<file path="src/rtl/core/b64enc_pkg.sv">
// Shared types, constants and the character lookup for the base64 stream encoder.
// Depends on nothing; every other file of the encoder refers to it by scoped names.
package b64enc_pkg;

    // Group queue depth and pointer width
    localparam int QDEPTH = 2;
    localparam int QPTR_W = (QDEPTH > 1) ? $clog2(QDEPTH) : 1;
    localparam int QCNT_W = $clog2(QDEPTH + 1);

    // Character codes
    localparam logic [7:0] CHAR_PAD   = 8'h3D;
    localparam logic [7:0] CHAR_UPPER = 8'h41;
    localparam logic [7:0] CHAR_LOWER = 8'h61;
    localparam logic [7:0] CHAR_DIGIT = 8'h30;
    localparam logic [7:0] CHAR_PLUS  = 8'h2B;
    localparam logic [7:0] CHAR_SLASH = 8'h2F;

    // Character counts per group
    localparam logic [2:0] NCHARS_TWO   = 3'd2;
    localparam logic [2:0] NCHARS_THREE = 3'd3;
    localparam logic [2:0] NCHARS_FOUR  = 3'd4;

    // Pending byte counts
    localparam logic [1:0] CNT_NONE = 2'd0;
    localparam logic [1:0] CNT_ONE  = 2'd1;
    localparam logic [1:0] CNT_TWO  = 2'd2;

    // One group handed from front to back
    typedef struct packed {
        logic [23:0] bits;
        logic [2:0]  nchars;
    } grp_t;

    // Queue status seen by both sides
    typedef struct packed {
        logic empty;
        logic full;
    } qstat_t;

    // Map a sextet to its alphabet character
    function automatic logic [7:0] sextet_char(input logic [5:0] s);
        logic [7:0] c;
        c = {2'b00, s};
        if (s < 6'd26) begin
            sextet_char = CHAR_UPPER + c;
        end else if (s < 6'd52) begin
            sextet_char = CHAR_LOWER + c - 8'd26;
        end else if (s < 6'd62) begin
            sextet_char = CHAR_DIGIT + c - 8'd52;
        end else if (s == 6'd62) begin
            sextet_char = CHAR_PLUS;
        end else begin
            sextet_char = CHAR_SLASH;
        end
    endfunction

endpackage

</file>
<file path="src/rtl/core/base64_stream_encoder_top.sv">
// Top level of the base64 stream encoder (standard alphabet, '=' padding).
// Depends on b64enc_pkg, b64enc_front, b64enc_gqueue and b64enc_back.
//
// Usage:
//   Input queue side: drive data_byte and end_of_data with push; a byte is
//   taken at a clock edge where push is high and full is low. Set end_of_data
//   on the final byte of a stream; the next byte starts a new stream.
//   Result queue side: while empty is low, out_char holds the oldest
//   character; pop at an edge with empty low takes it. run_last marks the
//   fourth character of each group.
//   A byte that completes a group (third byte or final byte) passes through
//   the group queue and the back end's group register to the output register.
//   Throughput: while pop keeps draining, the back end emits one character
//   per cycle, four for each group of three bytes. Bytes are taken one per cycle
//   until the two-entry group queue fills; full follows queue occupancy.
//   When pop stays low, the output register holds, the back end stops, the
//   group queue fills and full rises; nothing is dropped.
//   Reset clears pending bytes, the group queue and the output register.
module base64_stream_encoder_top
(
    input  logic       clk,
    input  logic       rst_n,
    input  logic       push,
    output logic       full,
    input  logic [7:0] data_byte,
    input  logic       end_of_data,
    output logic       empty,
    input  logic       pop,
    output logic [7:0] out_char,
    output logic       run_last
);

    logic                in_accept;
    logic                grp_wr;
    b64enc_pkg::grp_t    grp_wr_data;
    b64enc_pkg::grp_t    grp_rd_data;
    logic                grp_rd;
    b64enc_pkg::qstat_t  q_stat;

    assign full      = q_stat.full;
    assign in_accept = push && !q_stat.full;

    b64enc_front u_front
    (
        .clk         (clk),
        .rst_n       (rst_n),
        .accept      (in_accept),
        .data_byte   (data_byte),
        .end_of_data (end_of_data),
        .grp_wr      (grp_wr),
        .grp_data    (grp_wr_data)
    );

    b64enc_gqueue u_gqueue
    (
        .clk     (clk),
        .rst_n   (rst_n),
        .wr      (grp_wr),
        .wr_data (grp_wr_data),
        .rd      (grp_rd),
        .rd_data (grp_rd_data),
        .stat    (q_stat)
    );

    b64enc_back u_back
    (
        .clk       (clk),
        .rst_n     (rst_n),
        .grp_data  (grp_rd_data),
        .grp_avail (!q_stat.empty),
        .grp_rd    (grp_rd),
        .pop       (pop),
        .empty     (empty),
        .out_char  (out_char),
        .run_last  (run_last)
    );

    // A final byte always produces a group
    a_final_writes: assert property (@(posedge clk) disable iff (!rst_n)
        in_accept && end_of_data |-> grp_wr)
        else $error("final byte did not produce a group");

    // Group writes only happen on an input transaction
    a_wr_needs_accept: assert property (@(posedge clk) disable iff (!rst_n)
        grp_wr |-> in_accept)
        else $error("group written without an input transaction");

    // Queue status is consistent
    a_qstat: assert property (@(posedge clk) disable iff (!rst_n)
        !(q_stat.empty && q_stat.full))
        else $error("group queue both empty and full");

    // A group write into an empty queue while the output is empty must yield a character
    a_latency: assert property (@(posedge clk) disable iff (!rst_n)
        grp_wr && q_stat.empty && empty |-> ##[1:3] !empty)
        else $error("group did not reach the output in time");

endmodule

</file>
<file path="src/rtl/core/b64enc_front.sv">
// Front of the base64 encoder: collects bytes into 24-bit groups and classifies them.
// Depends on b64enc_pkg; writes finished groups into b64enc_gqueue.
module b64enc_front
(
    input  logic                clk,
    input  logic                rst_n,
    input  logic                accept,
    input  logic [7:0]          data_byte,
    input  logic                end_of_data,
    output logic                grp_wr,
    output b64enc_pkg::grp_t    grp_data
);

    logic [1:0]  cnt_reg;
    logic [1:0]  cnt_next;
    logic [15:0] bytes_reg;
    logic [15:0] bytes_next;
    logic [1:0]  cnt_eff;

    // Classify the accepted byte against the pending bytes
    always_comb
    begin
        cnt_eff       = (cnt_reg == 2'd3) ? b64enc_pkg::CNT_NONE : cnt_reg;
        cnt_next      = cnt_reg;
        bytes_next    = bytes_reg;
        grp_wr        = 1'b0;
        grp_data      = '0;
        if (accept)
        begin
            if (cnt_eff == b64enc_pkg::CNT_TWO)
            begin
                grp_wr          = 1'b1;
                grp_data.bits   = {bytes_reg, data_byte};
                grp_data.nchars = b64enc_pkg::NCHARS_FOUR;
                cnt_next        = b64enc_pkg::CNT_NONE;
                bytes_next      = '0;
            end
            else if (!end_of_data)
            begin
                if (cnt_eff == b64enc_pkg::CNT_NONE)
                    bytes_next = {data_byte, 8'h00};
                else
                    bytes_next = {bytes_reg[15:8], data_byte};
                cnt_next = cnt_eff + 2'd1;
            end
            else
            begin
                grp_wr = 1'b1;
                if (cnt_eff == b64enc_pkg::CNT_NONE)
                begin
                    grp_data.bits   = {data_byte, 16'h0000};
                    grp_data.nchars = b64enc_pkg::NCHARS_TWO;
                end
                else
                begin
                    grp_data.bits   = {bytes_reg[15:8], data_byte, 8'h00};
                    grp_data.nchars = b64enc_pkg::NCHARS_THREE;
                end
                cnt_next   = b64enc_pkg::CNT_NONE;
                bytes_next = '0;
            end
        end
    end

    // Hold pending bytes and count
    always_ff @(posedge clk or negedge rst_n)
    begin
        if (!rst_n)
        begin
            cnt_reg   <= b64enc_pkg::CNT_NONE;
            bytes_reg <= '0;
        end
        else
        begin
            cnt_reg   <= cnt_next;
            bytes_reg <= bytes_next;
        end
    end

endmodule

</file>
<file path="src/rtl/core/b64enc_gqueue.sv">
// Short group queue between the front and back of the base64 encoder.
// Depends on b64enc_pkg for the group type, depth and status struct.
module b64enc_gqueue
(
    input  logic                clk,
    input  logic                rst_n,
    input  logic                wr,
    input  b64enc_pkg::grp_t    wr_data,
    input  logic                rd,
    output b64enc_pkg::grp_t    rd_data,
    output b64enc_pkg::qstat_t  stat
);

    b64enc_pkg::grp_t                      slots_reg [b64enc_pkg::QDEPTH];
    logic [b64enc_pkg::QPTR_W-1:0]         wptr_reg;
    logic [b64enc_pkg::QPTR_W-1:0]         wptr_next;
    logic [b64enc_pkg::QPTR_W-1:0]         rptr_reg;
    logic [b64enc_pkg::QPTR_W-1:0]         rptr_next;
    logic [b64enc_pkg::QCNT_W-1:0]         cnt_reg;
    logic [b64enc_pkg::QCNT_W-1:0]         cnt_next;
    logic                                  do_wr;
    logic                                  do_rd;

    assign stat.empty = (cnt_reg == '0);
    assign stat.full  = (cnt_reg == b64enc_pkg::QCNT_W'(b64enc_pkg::QDEPTH));
    assign do_wr      = wr && !stat.full;
    assign do_rd      = rd && !stat.empty;
    assign rd_data    = slots_reg[rptr_reg];

    // Advance pointers with wrap at the queue depth
    always_comb
    begin
        wptr_next = wptr_reg;
        rptr_next = rptr_reg;
        cnt_next  = cnt_reg;
        if (do_wr)
            wptr_next = (wptr_reg == b64enc_pkg::QPTR_W'(b64enc_pkg::QDEPTH - 1))
                        ? '0 : wptr_reg + 1'b1;
        if (do_rd)
            rptr_next = (rptr_reg == b64enc_pkg::QPTR_W'(b64enc_pkg::QDEPTH - 1))
                        ? '0 : rptr_reg + 1'b1;
        if (do_wr && !do_rd)
            cnt_next = cnt_reg + 1'b1;
        else if (do_rd && !do_wr)
            cnt_next = cnt_reg - 1'b1;
    end

    always_ff @(posedge clk or negedge rst_n)
    begin
        if (!rst_n)
        begin
            wptr_reg <= '0;
            rptr_reg <= '0;
            cnt_reg  <= '0;
        end
        else
        begin
            wptr_reg <= wptr_next;
            rptr_reg <= rptr_next;
            cnt_reg  <= cnt_next;
        end
    end

    // Store the written group
    always_ff @(posedge clk)
    begin
        if (do_wr)
            slots_reg[wptr_reg] <= wr_data;
    end

endmodule

</file>
<file path="src/rtl/core/b64enc_back.sv">
// Back of the base64 encoder: expands a group into four characters, one per cycle unless stalled.
// Depends on b64enc_pkg for the group type and the alphabet lookup.
module b64enc_back
(
    input  logic                clk,
    input  logic                rst_n,
    input  b64enc_pkg::grp_t    grp_data,
    input  logic                grp_avail,
    output logic                grp_rd,
    input  logic                pop,
    output logic                empty,
    output logic [7:0]          out_char,
    output logic                run_last
);

    logic        busy_reg;
    logic        busy_next;
    logic [23:0] bits_reg;
    logic [2:0]  nchars_reg;
    logic [1:0]  idx_reg;
    logic [1:0]  idx_next;
    logic        oval_reg;
    logic        oval_next;
    logic [7:0]  char_reg;
    logic        last_reg;
    logic        advance;
    logic        load;
    logic [5:0]  sextet;
    logic [7:0]  char_now;

    // Move a character into the output register when it is free or being drained
    assign advance = busy_reg && (!oval_reg || pop);
    assign grp_rd  = !busy_reg || (advance && idx_reg == 2'd3);
    assign load    = grp_rd && grp_avail;

    // Select the sextet for the current character, most significant first
    always_comb
    begin
        case (idx_reg)
            2'd0:    sextet = bits_reg[23:18];
            2'd1:    sextet = bits_reg[17:12];
            2'd2:    sextet = bits_reg[11:6];
            default: sextet = bits_reg[5:0];
        endcase
        char_now = ({1'b0, idx_reg} < nchars_reg) ? b64enc_pkg::sextet_char(sextet)
                                                  : b64enc_pkg::CHAR_PAD;
    end

    always_comb
    begin
        busy_next = busy_reg;
        idx_next  = idx_reg;
        oval_next = oval_reg;
        if (oval_reg && pop)
            oval_next = 1'b0;
        if (advance)
        begin
            oval_next = 1'b1;
            idx_next  = idx_reg + 2'd1;
            if (idx_reg == 2'd3)
                busy_next = 1'b0;
        end
        if (load)
        begin
            busy_next = 1'b1;
            idx_next  = 2'd0;
        end
    end

    always_ff @(posedge clk or negedge rst_n)
    begin
        if (!rst_n)
        begin
            busy_reg <= 1'b0;
            idx_reg  <= 2'd0;
            oval_reg <= 1'b0;
        end
        else
        begin
            busy_reg <= busy_next;
            idx_reg  <= idx_next;
            oval_reg <= oval_next;
        end
    end

    // Latch the group and the output character
    always_ff @(posedge clk)
    begin
        if (load)
        begin
            bits_reg   <= grp_data.bits;
            nchars_reg <= grp_data.nchars;
        end
        if (advance)
        begin
            char_reg <= char_now;
            last_reg <= (idx_reg == 2'd3);
        end
    end

    assign empty    = !oval_reg;
    assign out_char = char_reg;
    assign run_last = last_reg;

endmodule

</file>
<file path="config.mk">
export PLATFORM = sky130hd
export DESIGN_NAME = base64_stream_encoder_top
export DESIGN_NICKNAME = d
export VERILOG_FILES = /design/src/rtl/core/b64enc_pkg.sv /design/src/rtl/core/base64_stream_encoder_top.sv /design/src/rtl/core/b64enc_front.sv /design/src/rtl/core/b64enc_gqueue.sv /design/src/rtl/core/b64enc_back.sv
export SDC_FILE = /design/constraint.sdc
export NUM_CORES = 1
export LEC_CHECK = 0
export BUFFER_PORTS_ARGS = -buffer_cell sky130_fd_sc_hd__buf_2
export CORE_ASPECT_RATIO = 2
export CORE_MARGIN = 8
export CORE_UTILIZATION = 25
export CTS_BUF_LIST = sky130_fd_sc_hd__clkbuf_8 sky130_fd_sc_hd__clkbuf_16
export CTS_CLUSTER_DIAMETER = 30
export CTS_CLUSTER_SIZE = 12
export DETAILED_ROUTE_END_ITERATION = 10
export PLACE_DENSITY = 0.44
export SKIP_LAST_GASP = 1
export SLEW_MARGIN = 20
export SYNTH_ARGS = -nofsm -noshare
export SYNTH_HDL_FRONTEND = slang
export SYNTH_SLANG_ARGS = --single-unit
</file>
<file path="constraint.sdc">
create_clock -name clk -period 5.3 [get_ports clk]
set_clock_uncertainty 0.05 [all_clocks]
set_input_delay 0 -clock clk [delete_from_list [all_inputs] [get_ports clk]]
set_output_delay 0 -clock clk [all_outputs]
set_load 0.02 [all_outputs]
</file>
Word level (Yosys, flattened, before mapping). Memories as Yosys holds them, arrays and structs flattened. A register that Yosys moved wholly into a read port is not among the register bits. Cells that the tools add are included.

Memory bits (writable): 54. Word-level logic and storage cells: 91. Register bits: 35. Bits in latches: 0. Input bits: 13. ROM bits: 0. Memories: 1. Output and inout bits: 11.

Memory list: u_gqueue.slots_reg (depth 2, bits a word 27, rd ports 1, clocked after Yosys merged registers in 1, wr ports 1, line b64enc_gqueue.sv:14) `b64enc_pkg::grp_t slots_reg [b64enc_pkg::QDEPTH];`.

Multiply operators: 0. Add/sub/neg operators: 11. $lt $le $gt $ge: 4. Shifts and indexed selects: 0. Bitwise logic cells: 0. Muxes and demuxes: 31. Reductions and logical operators: 26. Div/mod/pow operators: 0. Eq/ne operators: 7.

Operators with widths (number): $mux 27 (4); $mux 16 (3); $mux 8 (3); $pmux 6 s3 (1); $add 7x6->8 const A (2); $mux 2 (7); $lt 6x6->1 const B (2); $mux 1 (12); $eq 2x2->1 const B (5); $logic_and 1x1->1 (8); $reduce_bool 2->1 (4); $sub 8x5->8 const B (1); $sub 8x6->8 const B (1); $add 6x6->7 const A (1); $add 2x1->2 const B (3); $eq 6x6->1 const B (1); $logic_not 1->1 (6); $logic_not 2->1 (3); $lt 6x5->1 const B (1); $reduce_and 2->1 (2); $lt 2x3->1 (1); $mux 3 (1); $reduce_bool 3->1 (1); $add 1x1->1 const B (2); 3 further kinds (4).

Depth between registers and ports, before layout.
Depth in word-level cells: 10. Gate-level depth with buffers: 11. Depth with buffers taken out: 10.

Modules after synthesis. From an unflattened synthesis, not the netlist that was laid out.

Cells, all modules: 353. Area, all modules: 5192.5 um^2.

Modules (own cells, without submodules): b64enc_gqueue (area each 2244.7 um^2, times used 1, cells an instance 103); b64enc_back (area each 1853.0 um^2, times used 1, cells an instance 138); b64enc_front (area each 1077.3 um^2, times used 1, cells an instance 110); base64_stream_encoder_top (area each 17.5 um^2, times used 1, cells an instance 2).

Least setup slack after synthesis. OpenSTA, ideal clock, no wires.

Kind: register to register. Start: register u_back.idx_reg[1]. End: register u_gqueue.cnt_reg[1] (netlist name). Arrival time: 3.133 ns. Clock period less this slack: 3.263 ns. Setup slack: 2.037 ns. Required time: 5.171 ns. Stages on the path, launching flop included: 10. Setup time: 0.079 ns. Path through: dfrtp_1 -> ha_1 -> buf_2 -> nand2_1 -> a21oi_1 -> inv_1 -> ha_1 -> xor2_1 -> nor2_1 -> xor2_1.

Word-level cells in the longest chain between the ends: 7. Elaborated cells between the ends (all ways): 9. Those cells by class: eq/ne: 1; mux: 1; reduce/logical: 7.

RTL lines: from (decl) (line b64enc_back.sv:20) `logic [1:0] idx_reg;`; from (signal assigned) (line b64enc_back.sv:81) `idx_reg <= idx_next;`; $eq 2x2->1 * (line b64enc_back.sv:33) `assign grp_rd = !busy_reg || (advance && idx_reg == 2'd3);`; $logic_and 1x1->1 * (line b64enc_back.sv:33); $logic_or 1x1->1 * (line b64enc_back.sv:33); $logic_and 1x1->1 * (line b64enc_gqueue.sv:27) `assign do_rd = rd && !stat.empty;`; $logic_not 1->1 (line b64enc_gqueue.sv:42) `if (do_wr && !do_rd)`; $logic_and 1x1->1 (line b64enc_gqueue.sv:42); $mux 2 or $reduce_bool 2->1 (tied branches); to (signal assigned) (line b64enc_gqueue.sv:60) `cnt_reg <= cnt_next;`; to (decl) (line b64enc_gqueue.sv:19) `logic [b64enc_pkg::QCNT_W-1:0] cnt_reg;`.

Mark *: on every way between the ends. The rest lies on a longest branch, timed or not. A chain may end at the register's enable or synchronous reset.

Worst setup path after layout.
Start: register u_back.idx_reg[1]. End: register u_back.char_reg[4] (netlist: u_back.out_char[4]), data pin.

Word-level cells in the longest chain between the ends: 7. Elaborated cells between the ends (all ways): 16. Those cells by class: add/sub: 5; order compare: 4; eq/ne: 2; mux: 4; reduce/logical: 1.

RTL lines: $eq 2x2->1 (tied with other cells) (line b64enc_back.sv:39) `case (idx_reg)`; $pmux 6 s3 (line b64enc_back.sv:39); $add 6x6->7 (line b64enc_pkg.sv:49) `sextet_char = CHAR_DIGIT + c - 8'd52;`; $sub 8x6->8 (line b64enc_pkg.sv:49); $mux 8 (line b64enc_pkg.sv:48) `end else if (s < 6'd62) begin`; $mux 8 (line b64enc_pkg.sv:46) `end else if (s < 6'd52) begin`; $mux 8 (line b64enc_pkg.sv:44) `if (s < 6'd26) begin`; to (signal assigned) (line b64enc_back.sv:96) `char_reg <= char_now;`; to (decl) (line b64enc_back.sv:24) `logic [7:0] char_reg;`.

Several ways; a longest one is shown, not always the timed one.

==> impl_metrics.toml <==
[floorplan]
start_util_pct = 25.5
fp.dieH_um = 217
die_area_um2 = 25300
ios = 24
core_um2 = 19800
die_w_um = 116
fp-row-count = 73

[synth]
ys_seq_area_share_pct = 66.4
synth_top_area_share_pct = 53.5
ys_types = 47
synth_cells = 357
synth_area_leaders = "edfxtp_1 54%, dfrtp_1 13%, mux2_2 6.9%"
synth_area_um2 = 5050
syn_avg_cell_area_um2 = 14.1
synthFlopType = "edfxtp_1"
synth_edf_count = 90
syn-num-nets = 382
yosysWarnings = 0
ys_seq_elements = 116
yosysTopAreaCell = "edfxtp_1"
synthArstFlopShare_pct = 22.4

[clock_tree]
cts_tree = "built"
clock_latency_ps = 410
htreeDepth = 4
cts.sinks = 116
cts-root-buf = "clkbuf_16"
cts_resized = 0
clk_pin_slew_ps = 50
cts_post_setup_buffers_inserted = 0
hold_buffers = 12
cts_buffers = 17
cts.path.max_buffers = 2

[power]
powerDensity_nw_per_um2 = 600
peakVddDrop_uv = 142
p_leak_nw = 2.33

[routing]
drt_wl_total_mm = 10.5
antenna_left = 0
drt_iter0_markers = 97
num_vias = 2905
wl_per_cell_um = 15.6
vias_per_cell = 4.31
dr.pass1.iters = 4
drc_errors = 0

[setup_path]
crit_type = "reg2reg"
path_delay_family = "adder cells"
cpMaxStageDelayCell = "ha_1"
cp-end-kind = "register"
crit_path_max_fanout = 12
critPathMostFrequentCell = "ha_1"
crit_chain = "ha_1 > a21oi_1 > a22o_1 > inv_1 > ha_1 > o31ai_1 > a211oi_1 > a41oi_1"
start_kind = "register"
critical-path-max-stage-delay_ps = 520
arrival_ps = 2900
critPathBufInv = 1
required_ps = 5370

[timing]
fmax_ghz = 0.353
rsz0062_at_grt = "false"
slew_headroom_pct = 24.7
setup-violations-final = 0
drv_slew = 0
period_share_pct = 53.5
tightest_slew_ps = 1120
setup_tns_ps = 0
fin_ws_ps = 2470
fin_crit_ps = 2830
hold_viol_final = 0

[layout]
area_delta_synth_final_pct = 21.3
largest_register_ffs = 54
layout.nets = 426
fin_util_pct = 30.9
fin_area_um2 = 6120
antenna_cells = 0
drive_above_1_share_pct = 23.3
fillCellCount = 2011

[place]
dp.final_hpwl_mm = 7.72
io_buffers = 23
gp_congestion = 0.849
post_dp_cell_area_um2 = 5470
preCtsSetupSlack_ps = 2480

[grt]
grt_util_all_layers_pct = 9.13
first_global_vias = 3096
grt_pass1_wl_mm = 17.0
antenna_found_initial = 0
grt-ovfl-total = 0
grt_max_degree = 32

[worst_hold_path]
min_path_type = "in2async"

[status]
status = "finished, final reports clean"

[run]
drv_cap = 0
[power by group]
part / total (mW) / switching (mW) / internal, mW
clock network: 1.03 / 0.364 / 0.667
registers: 1.38 / 0.0874 / 1.29
logic: 1.27 / 0.781 / 0.487
[cells in the final DEF (no fill, tap or decap), drive strengths merged]
cell / netlist / final
a211oi: 1 / 1
a21o: 2 / 2
a21oi: 11 / 11
a221oi: 1 / 1
a222oi: 5 / 5
a22o: 25 / 25
a22oi: 1 / 1
a311oi: 1 / 1
a31oi: 2 / 2
a41oi: 1 / 1
and2: 14 / 14
and3: 1 / 1
buf: 7 / 27
bufinv: 0 / 2
clkbuf: 7 / 17
clkinv: 0 / 6
dfrtp: 26 / 26
dlygate4sd3: 0 / 12
edfxtp: 90 / 90
ha: 12 / 12
inv: 21 / 26
mux2: 32 / 32
mux2i: 2 / 2
nand2: 24 / 24
nand2b: 4 / 4
nand3: 7 / 7
nand4: 1 / 1
nor2: 17 / 17
nor3: 6 / 6
nor4: 2 / 2
o2111ai: 1 / 1
o211ai: 1 / 1
o21ai: 21 / 21
o31ai: 2 / 2
or2: 2 / 2
xnor2: 2 / 2
xor2: 5 / 5
[area by class of cell]
type / instances / area [um^2] / share of cell area [%]
Clock buffer: 17 / 425 / 6.95
Clock inverter: 13 / 105 / 1.72
Tap cell: 262 / 328 / 5.35
Multi-Input combinational cell: 206 / 1570 / 25.6
Timing Repair Buffer: 39 / 265 / 4.33
Inverter: 21 / 78.8 / 1.29
Sequential cell: 116 / 3350 / 54.8
[cell usage after synthesis (5+ instances only)]
library cell	instances
and2_1	13
a22o_1	25
mux2_2	31
o21ai_0	15
nor2_1	16
a21oi_1	11
edfxtp_1	90
inv_1	21
nand2_1	23
a222oi_1	5
xor2_1	5
o21ai_1	5
dfrtp_1	26
ha_1	12
nand3_1	5
clkbuf_1	6
[routing by layer]
| metal | routed length [um] | up-vias | GRT usage (%) |
|---|---|---|---|
| met3 | 248 | 23 | 2.19 |
| met1 | 3500 | 1418 | 7.74 |
| li1 | - | 1424 | - |
| met4 | 336 | 0 | 6.36 |
| met2 | 6410 | 40 | 17.6 |
| met5 | 0 | - | 0 |
[kinds of logic after synthesis]
family	count (synthesis)	share of synthesized area, %
flip-flops	116	66.4
XOR/XNOR	7	1.21
multiplexers	34	7.76
buffers and inverters	35	2.73
AND/OR/NAND/NOR	78	8.10
adder cells (fa/ha/maj)	12	2.97
AO/OA/AOI/OAI	75	10.8
[through the flow]
step                hold slack (ps)  total power [mW]  cells
CTS                             124              3.74    674
global placement               8.97              2.65    632
finish                          113              3.67    674
detailed placement             13.3              2.68    632
floorplan                      -346              2.35    357
global route                    152              3.93    674
[path summary, 6_finish.rpt]
check                                startpoint  cells after the start                   end  slack [ps]
max                           u_back.idx_reg[1]                      8    u_back.out_char[4]        2470
max reg2reg                   u_back.idx_reg[1]                      8    u_back.out_char[4]        2470
max in group asynchronous                 rst_n                      2  u_front.bytes_reg[6]        4660
min in group clk                   data_byte[7]                      3  u_front.bytes_reg[7]         360
min                                       rst_n                      2     u_gqueue.wptr_reg         110
min reg2reg                u_front.bytes_reg[9]                      2  u_front.bytes_reg[9]         430
Power figures use the tool's default switching activity.
